## config.mk

```make
export PLATFORM = sky130hd
export DESIGN_NAME = knob_and_button_media_report_unit
export DESIGN_NICKNAME = d
export VERILOG_FILES = /design/src/rtl/core/kbm_pkg.sv /design/src/rtl/core/kbm_knob.sv /design/src/rtl/core/kbm_btn.sv /design/src/rtl/core/knob_and_button_media_report_unit.sv
export SDC_FILE = /design/constraint.sdc
export NUM_CORES = 1
export LEC_CHECK = 0
export BUFFER_PORTS_ARGS = -buffer_cell sky130_fd_sc_hd__buf_4
export CORE_AREA = 2 2 74 94
export CTS_CLUSTER_DIAMETER = 50
export CTS_CLUSTER_SIZE = 28
export DETAILED_ROUTE_END_ITERATION = 8
export DIE_AREA = 0 0 76 96
export GPL_TIMING_DRIVEN = 0
export PLACE_DENSITY = 0.79
export RECOVER_POWER = 25
export SKIP_CTS_REPAIR_TIMING = 1
export SYNTH_ARGS = -nofsm -noshare
export SYNTH_HDL_FRONTEND = slang
export SYNTH_HIERARCHICAL = 1
export SYNTH_SLANG_ARGS = --single-unit
```

## constraint.sdc

```tcl
create_clock -name clk -period 4.06 [get_ports clk]
set_clock_uncertainty 0.15 [all_clocks]
set_input_delay 1.015 -clock clk [delete_from_list [all_inputs] [get_ports clk]]
set_output_delay 1.015 -clock clk [all_outputs]
set_load 0.005 [all_outputs]
```

## src/rtl/core/kbm_pkg.sv

```systemverilog
`timescale 1ns / 1ps

package kbm_pkg;

	localparam int SAMPLE_W = 6;
	localparam int LEVEL_W  = 6;
	localparam int CTR_W    = 8;
	localparam int MARGIN_W = 7;
	localparam int REPORT_W = 5;
	localparam int BTN_N    = 3;
	localparam int CFG_IDX_W  = 2;
	localparam int CFG_DATA_W = 7;
	localparam int S_DATA_W = 16;
	localparam int M_DATA_W = 16;

	localparam logic [CTR_W-1:0]    CTR_TOP       = 8'hFF;
	localparam logic [CTR_W-1:0]    CTR_MID       = 8'h80;
	localparam logic [LEVEL_W-1:0]  LEVEL_RESET   = 6'd63;
	localparam logic [LEVEL_W-1:0]  LEVEL_FLOOR   = 6'd1;
	localparam logic [LEVEL_W-1:0]  MAX_VOL_RESET = 6'd63;
	localparam logic [MARGIN_W-1:0] MARGIN_RESET  = 7'd40;

	localparam logic [CFG_IDX_W-1:0] CFG_VOL_LIMIT    = 2'd0;
	localparam logic [CFG_IDX_W-1:0] CFG_SLOPE_MARGIN = 2'd1;

	localparam logic REQ_SAMPLE = 1'b0;
	localparam logic REQ_TICK   = 1'b1;

	typedef struct packed {
		logic               down;
		logic               up;
		logic [LEVEL_W-1:0] level_nx;
		logic [LEVEL_W-1:0] level_cur;
	} knob_res_t;

	typedef struct packed {
		logic             changed;
		logic [BTN_N-1:0] pressed;
	} btn_res_t;

endpackage

```

## src/rtl/core/kbm_knob.sv

```systemverilog
`timescale 1ns / 1ps

module kbm_knob (
	input  logic                          clk,
	input  logic                          arst_n,
	input  logic                          advance,
	input  logic [kbm_pkg::SAMPLE_W-1:0]  sample,
	input  logic [kbm_pkg::LEVEL_W-1:0]   vol_limit,
	input  logic [kbm_pkg::MARGIN_W-1:0]  slope_margin,
	output kbm_pkg::knob_res_t            res
);

	logic [kbm_pkg::LEVEL_W-1:0] level_q, level_nx;
	logic [kbm_pkg::CTR_W-1:0]   ctr_q, ctr_nx;
	logic                        first_q, first_nx;
	logic                        down, up;
	logic [kbm_pkg::CTR_W-1:0]   margin_ext;

	assign margin_ext = {1'b0, slope_margin};

	always_comb begin
		level_nx = level_q;
		ctr_nx   = ctr_q;
		first_nx = first_q;
		down     = 1'b0;
		up       = 1'b0;
		if (first_q) begin
			// sync level to the knob, no report
			level_nx = sample;
			first_nx = 1'b0;
		end else if (level_q > sample) begin
			if (ctr_q != '0) begin
				ctr_nx = ctr_q - 8'd1;
			end else begin
				ctr_nx = margin_ext;
				if (level_q > kbm_pkg::LEVEL_FLOOR) begin
					level_nx = level_q - 6'd1;
					down     = 1'b1;
				end
			end
		end else if (level_q < sample) begin
			if (ctr_q != kbm_pkg::CTR_TOP) begin
				ctr_nx = ctr_q + 8'd1;
			end else begin
				ctr_nx = kbm_pkg::CTR_TOP - margin_ext;
				if (level_q < vol_limit) begin
					level_nx = level_q + 6'd1;
					up       = 1'b1;
				end
			end
		end else begin
			// drift back toward the middle
			if (ctr_q > kbm_pkg::CTR_MID) begin
				ctr_nx = ctr_q - 8'd1;
			end else if (ctr_q < kbm_pkg::CTR_MID) begin
				ctr_nx = ctr_q + 8'd1;
			end
		end
	end

	always_ff @(posedge clk or negedge arst_n) begin
		if (!arst_n) begin
			level_q <= kbm_pkg::LEVEL_RESET;
			ctr_q   <= kbm_pkg::CTR_MID;
			first_q <= 1'b1;
		end else if (advance) begin
			level_q <= level_nx;
			ctr_q   <= ctr_nx;
			first_q <= first_nx;
		end
	end

	assign res.down      = down;
	assign res.up        = up;
	assign res.level_nx  = level_nx;
	assign res.level_cur = level_q;

endmodule

```

## src/rtl/core/kbm_btn.sv

```systemverilog
`timescale 1ns / 1ps

module kbm_btn (
	input  logic                       clk,
	input  logic                       arst_n,
	input  logic                       advance,
	input  logic [kbm_pkg::BTN_N-1:0]  now,
	output kbm_pkg::btn_res_t          res
);

	logic [kbm_pkg::BTN_N-1:0] held_q;
	logic [kbm_pkg::BTN_N-1:0] diff;

	assign diff        = now ^ held_q;
	assign res.changed = |diff;
	// only press edges set report bits; releases just count as a change
	assign res.pressed = diff & now;

	always_ff @(posedge clk or negedge arst_n) begin
		if (!arst_n) begin
			held_q <= '0;
		end else if (advance) begin
			held_q <= now;
		end
	end

endmodule

```

## src/rtl/core/knob_and_button_media_report_unit.sv

```systemverilog
`timescale 1ns / 1ps
// Channel | Dir | Handshake              | Payload
// s_axis  | in  | s_axis_tvalid/tready   | tdata: sample[5:0] next[6] prev[7] pause[8]; tuser: kind
// m_axis  | out | m_axis_tvalid/tready   | tdata: report[4:0] level[10:5]; tlast: release
// cfg     | in  | cfg_valid/cfg_ready    | cfg_index: 0 vol_limit, 1 slope_margin; cfg_data
//
// An item is registered on entry and evaluated against the result register once that register is free.
// An item that changes nothing sends no output; one that reports fills the single result register,
// which sends the report and then the release item.
// Reset clears the level to 63, the slope counter to 128 and the held buttons.
// A stalled m_axis holds the result register; the input register then fills and stalls s_axis.

module knob_and_button_media_report_unit (
	input  logic                              clk,
	input  logic                              arst_n,
	input  logic                              s_axis_tvalid,
	output logic                              s_axis_tready,
	input  logic [kbm_pkg::S_DATA_W-1:0]      s_axis_tdata,  // sample[5:0] next[6] prev[7] pause[8]
	input  logic                              s_axis_tuser,  // req_type
	output logic                              m_axis_tvalid,
	input  logic                              m_axis_tready,
	output logic [kbm_pkg::M_DATA_W-1:0]      m_axis_tdata,  // report[4:0] level[10:5]
	output logic                              m_axis_tlast,
	input  logic                              cfg_valid,
	output logic                              cfg_ready,
	input  logic [kbm_pkg::CFG_IDX_W-1:0]     cfg_index,
	input  logic [kbm_pkg::CFG_DATA_W-1:0]    cfg_data
);

	logic [kbm_pkg::LEVEL_W-1:0]  vol_limit_q;
	logic [kbm_pkg::MARGIN_W-1:0] slope_margin_q;

	logic                         in_valid_s1;
	logic                         in_type_s1;
	logic [kbm_pkg::SAMPLE_W-1:0] in_sample_s1;
	logic [kbm_pkg::BTN_N-1:0]    in_btn_s1;

	logic                         out_valid_q;
	logic                         out_last_q;
	logic [kbm_pkg::REPORT_W-1:0] out_report_q;
	logic [kbm_pkg::LEVEL_W-1:0]  out_level_q;

	logic                         proc;
	logic                         changed;
	logic [kbm_pkg::REPORT_W-1:0] report;
	logic [kbm_pkg::LEVEL_W-1:0]  level;
	kbm_pkg::knob_res_t           knob_res;
	kbm_pkg::btn_res_t            btn_res;

	assign cfg_ready = 1'b1;

	always_ff @(posedge clk or negedge arst_n) begin
		if (!arst_n) begin
			vol_limit_q    <= kbm_pkg::MAX_VOL_RESET;
			slope_margin_q <= kbm_pkg::MARGIN_RESET;
		end else if (cfg_valid) begin
			unique case (cfg_index)
				kbm_pkg::CFG_VOL_LIMIT:    vol_limit_q    <= cfg_data[kbm_pkg::LEVEL_W-1:0];
				kbm_pkg::CFG_SLOPE_MARGIN: slope_margin_q <= cfg_data;
				default: ;
			endcase
		end
	end

	// evaluate when the result register is free or its release item leaves now
	assign proc = in_valid_s1 && (!out_valid_q || (m_axis_tready && out_last_q));
	assign s_axis_tready = !in_valid_s1 || proc;

	always_ff @(posedge clk or negedge arst_n) begin
		if (!arst_n) begin
			in_valid_s1 <= 1'b0;
		end else if (s_axis_tready) begin
			in_valid_s1 <= s_axis_tvalid;
		end
	end

	always_ff @(posedge clk) begin
		if (s_axis_tready && s_axis_tvalid) begin
			in_type_s1   <= s_axis_tuser;
			in_sample_s1 <= s_axis_tdata[kbm_pkg::SAMPLE_W-1:0];
			in_btn_s1    <= s_axis_tdata[kbm_pkg::SAMPLE_W+kbm_pkg::BTN_N-1:kbm_pkg::SAMPLE_W];
		end
	end

	kbm_knob u_knob (
		.clk          (clk),
		.arst_n       (arst_n),
		.advance      (proc && (in_type_s1 == kbm_pkg::REQ_SAMPLE)),
		.sample       (in_sample_s1),
		.vol_limit    (vol_limit_q),
		.slope_margin (slope_margin_q),
		.res          (knob_res)
	);

	kbm_btn u_btn (
		.clk     (clk),
		.arst_n  (arst_n),
		.advance (proc && (in_type_s1 == kbm_pkg::REQ_TICK)),
		.now     (in_btn_s1),
		.res     (btn_res)
	);

	always_comb begin
		if (in_type_s1 == kbm_pkg::REQ_TICK) begin
			report  = {btn_res.pressed, 2'b00};
			changed = btn_res.changed;
			level   = knob_res.level_cur;
		end else begin
			report  = {3'b000, knob_res.up, knob_res.down};
			changed = knob_res.up || knob_res.down;
			level   = knob_res.level_nx;
		end
	end

	always_ff @(posedge clk or negedge arst_n) begin
		if (!arst_n) begin
			out_valid_q <= 1'b0;
			out_last_q  <= 1'b0;
		end else if (proc && changed) begin
			out_valid_q <= 1'b1;
			out_last_q  <= 1'b0;
		end else if (out_valid_q && m_axis_tready) begin
			// report taken: follow with the release item, else drain
			out_valid_q <= !out_last_q;
			out_last_q  <= 1'b1;
		end
	end

	always_ff @(posedge clk) begin
		if (proc && changed) begin
			out_report_q <= report;
			out_level_q  <= level;
		end else if (out_valid_q && m_axis_tready) begin
			out_report_q <= '0;
		end
	end

	assign m_axis_tvalid = out_valid_q;
	assign m_axis_tlast  = out_last_q;
	assign m_axis_tdata  = {{(kbm_pkg::M_DATA_W-kbm_pkg::REPORT_W-kbm_pkg::LEVEL_W){1'b0}},
				out_level_q, out_report_q};

endmodule

```

==> results.cfg <==
[drt]
postRouteAntennaNets = 0
vias_per_cell = 6.039
drc = 0
num_vias = 3104
wl_um = 8844
wl_per_cell_um = 17.21
drt_iter0_drc = 201
dr.pass1.iters = 7

[setup_path]
cp-end-kind = flop
cp_data_required_time_ps = 3860
cp_cell_sequence = ha_1 > nor2b_1 > o21ai_0 > nand4_1 > nand2b_1 > nor2_1 > buf_4 > or3_1 > nand3_2 > o21ai_1
cp_slowest_cell = dfstp_2
worst_setup_path_start_kind = flop
crit_type = reg2reg
max_stage_delay_ps = 680
worstPathArrival_ps = 3460
critPathMaxFanout = 10

[placement]
port_buffers = 37
pre_cts_slack_ps = 353.2
place_congestion = 0.9224
hpwl_um = 6422

[global_route]
first_global_vias = 3002
grt_antenna_before_repair = 0
grt_max_degree = 35
grt_usage = 0.2563
grt_remaining_overflow = 0
grt_pass1_wl_um = 14770

[power]
leakage_nw = 1.732
ir_drop_mv = 0.3915
power_density_nw_per_um2 = 626.9

[die]
core_um2 = 6400
die_area_um2 = 7296
start_util = 0.5681
io_pins = 51
row_count = 33
die_x_um = 76
die_height_um = 96

[synthesis]
synth_compound_area_frac = 0.1555
synth_adder_area_share = 0.07158
yosysWarnings = 6
synth.distinct_cells = 59
synth-main-ff-cell = edfxtp_1
synthArstFlopShare = 0.6182
synth_simple_gate_area_share = 0.1917
synthMuxAreaShare = 0.07433
synth-edff-count = 21
synth_top_family_by_area = simple AND/OR/NAND/NOR gates
synth_area_um2 = 3636
syn_inst = 378
syn_avg_cell_area_um2 = 9.619
seq_area_frac_synth = 0.4129
synth_xor_area_frac = 0.02650
ys_seq_elements = 55

[clock_tree]
cts.htree.levels = 2
cts_tree = done
clockBufferDepth = 2
root_buffer = clkbuf_8
cts_sinks = 55
numCtsBuffers = 5
clk_latency_ps = 310
clk_pin_slew_ps = 100

[final_layout]
area_delta_synth_final_pct = 14.59
fill_cells = 526
n_antenna_cell = 0
fin_util = 0.6510
regArea_um2 = 1501
multiInputGateArea_um2 = 1912
layout-drive-gt1-share = 0.2506
nets = 477

[hold_path]
hp-class = reg2reg

[sta]
slew_headroom = -0.2793
final.setup.tns_ps = 0
hold_violations = 0
fmax_ghz = 0.2737
timing.final.crit_period_ps = 3654
period_share = 0.8999
rsz0062_at_grt = no
setup_slack_ps = 406.3
tightest_slew_ps = 1919
setup_viol = 0
slew_viol_final = 35

[run]
max_cap_viol_count = 1

[run_status]
outcome = finished, violations left
violations = capacitance limit, slew limit
metrics by stage:
stage,cells,instance area [um^2],hold WS (ps),total power [mW]
floorplan,382,3651,330.6,1.791
global placement,506,4038,340.7,2.096
detailed placement,506,4038,360.3,2.152
CTS,514,4170,387.4,2.595
global route,514,4167,419.2,2.786
finish,514,4167,389.9,2.612
state kept, by name (all words and copies together), names as in the netlist:
| register | count |
|---|---|
| in_type_s1 | 1 |
| vol_limit_q | 6 |
| out_report_q | 5 |
| slope_margin_q | 7 |
| in_sample_s1 | 6 |
| u_knob/first_q | 1 |
| u_knob/ctr_q | 8 |
| in_valid_s1 | 1 |
| u_btn/held_q | 3 |
| out_level_q | 6 |
| in_btn_s1 | 3 |
| m_axis_tvalid | 1 |
| u_knob/level_q | 6 |
| m_axis_tlast | 1 |
placed cells by master (no fill, tap or decap), drive strengths merged, types with 3 or more instances in the layout:
cell	n
buf	41
nand2	31
clkbuf	28
nor2	25
inv	25
mux2	24
o21ai	22
edfxtp	21
ha	20
dfrtp	18
nand3	18
dfstp	16
a21oi	14
a31oi	11
nor3	11
o31ai	9
nor2b	8
xnor2	8
nor3b	7
or3	6
conb	6
nand4	5
nand2b	4
a21o	3
and3	3
a311oi	3
xor2	3
a211oi	3
o2111ai	3
nor4	3
where the power goes:
group,switching [mW],internal (mW),total [mW]
clock network,0.182,0.247,0.429
registers,0.149,0.786,0.935
logic,0.720,0.529,1.25
total,1.05,1.56,2.61
critical path, delay by kind of cell, from the launching register on:
family | cells | cell delay [ps]
AO/OA/AOI/OAI | 2 | 840
adder cells (fa/ha/maj) | 1 | 300
buffers and inverters | 1 | 120
flip-flops | 1 | 680
AND/OR/NAND/NOR | 6 | 1200
Yosys cell counts (2+ instances only):
cell,number,area share
xnor2_1,8,0.019
ha_1,20,0.069
inv_1,25,0.026
nand2_1,31,0.032
a22o_1,2,0.0048
o22ai_1,2,0.0034
a22oi_1,2,0.0041
or3_1,6,0.010
and3_1,3,0.0052
nor3_1,11,0.015
a21oi_1,14,0.019
a311oi_1,3,0.0072
o2111ai_1,3,0.0072
and2_1,2,0.0034
mux2_2,23,0.071
nand3_1,16,0.022
a21o_1,3,0.0062
a211o_1,2,0.0048
nand2b_1,4,0.0069
conb_1,2,0.0021
nor3b_1,6,0.012
buf_4,8,0.017
a31oi_1,11,0.019
o31ai_1,9,0.019
a31o_2,2,0.0048
a211oi_1,3,0.0062
nor2_1,25,0.026
dfrtp_1,18,0.12
nor2b_1,8,0.014
o21ai_0,22,0.030
dfstp_2,16,0.12
clkbuf_1,10,0.010
edfxtp_1,21,0.17
buf_2,6,0.0083
nand4_1,5,0.0086
xor2_1,3,0.0072
path summary, 6_finish.rpt:
| kind | start | end | slack [ps] | depth (start not counted) |
|---|---|---|---|---|
| worst max-delay path | u_knob/level_q[1] | out_report_q[3] | 410 | 10 |
| worst min-delay path | in_btn_s1[0] | u_btn/held_q[0] | 390 | 1 |
| worst max register to register | u_knob/level_q[1] | out_report_q[3] | 410 | 10 |
| worst min register to register | in_btn_s1[0] | u_btn/held_q[0] | 390 | 1 |
| max in group asynchronous | arst_n | m_axis_tlast | 1590 | 1 |
| min in group asynchronous | arst_n | slope_margin_q[1] | 1080 | 1 |
final cells by class:
type,instances,area share
Timing Repair Buffer,37,0.06577
Clock buffer,6,0.01742
Tap cell,87,0.02613
Sequential cell,55,0.3604
Clock inverter,2,0.01441
Inverter,25,0.02252
Multi-Input combinational cell,276,0.4589
Buffer,26,0.03453
metal layers:
layer | GRT usage | up-vias | wire length, um
met5 | 0 | - | 0
li1 | - | 1462 | -
met2 | 0.4643 | 145 | 4445
met1 | 0.3101 | 1470 | 3557
met4 | 0.1136 | 0 | 244
met3 | 0.03283 | 27 | 596
kinds of logic after synthesis:
logic type | Yosys count
flip-flops | 55
multiplexers | 24
AND/OR/NAND/NOR | 128
XOR/XNOR | 11
AO/OA/AOI/OAI | 86
buffers and inverters | 51
adder cells (fa/ha/maj) | 21
other | 2
(Power assumes the default switching activity.)
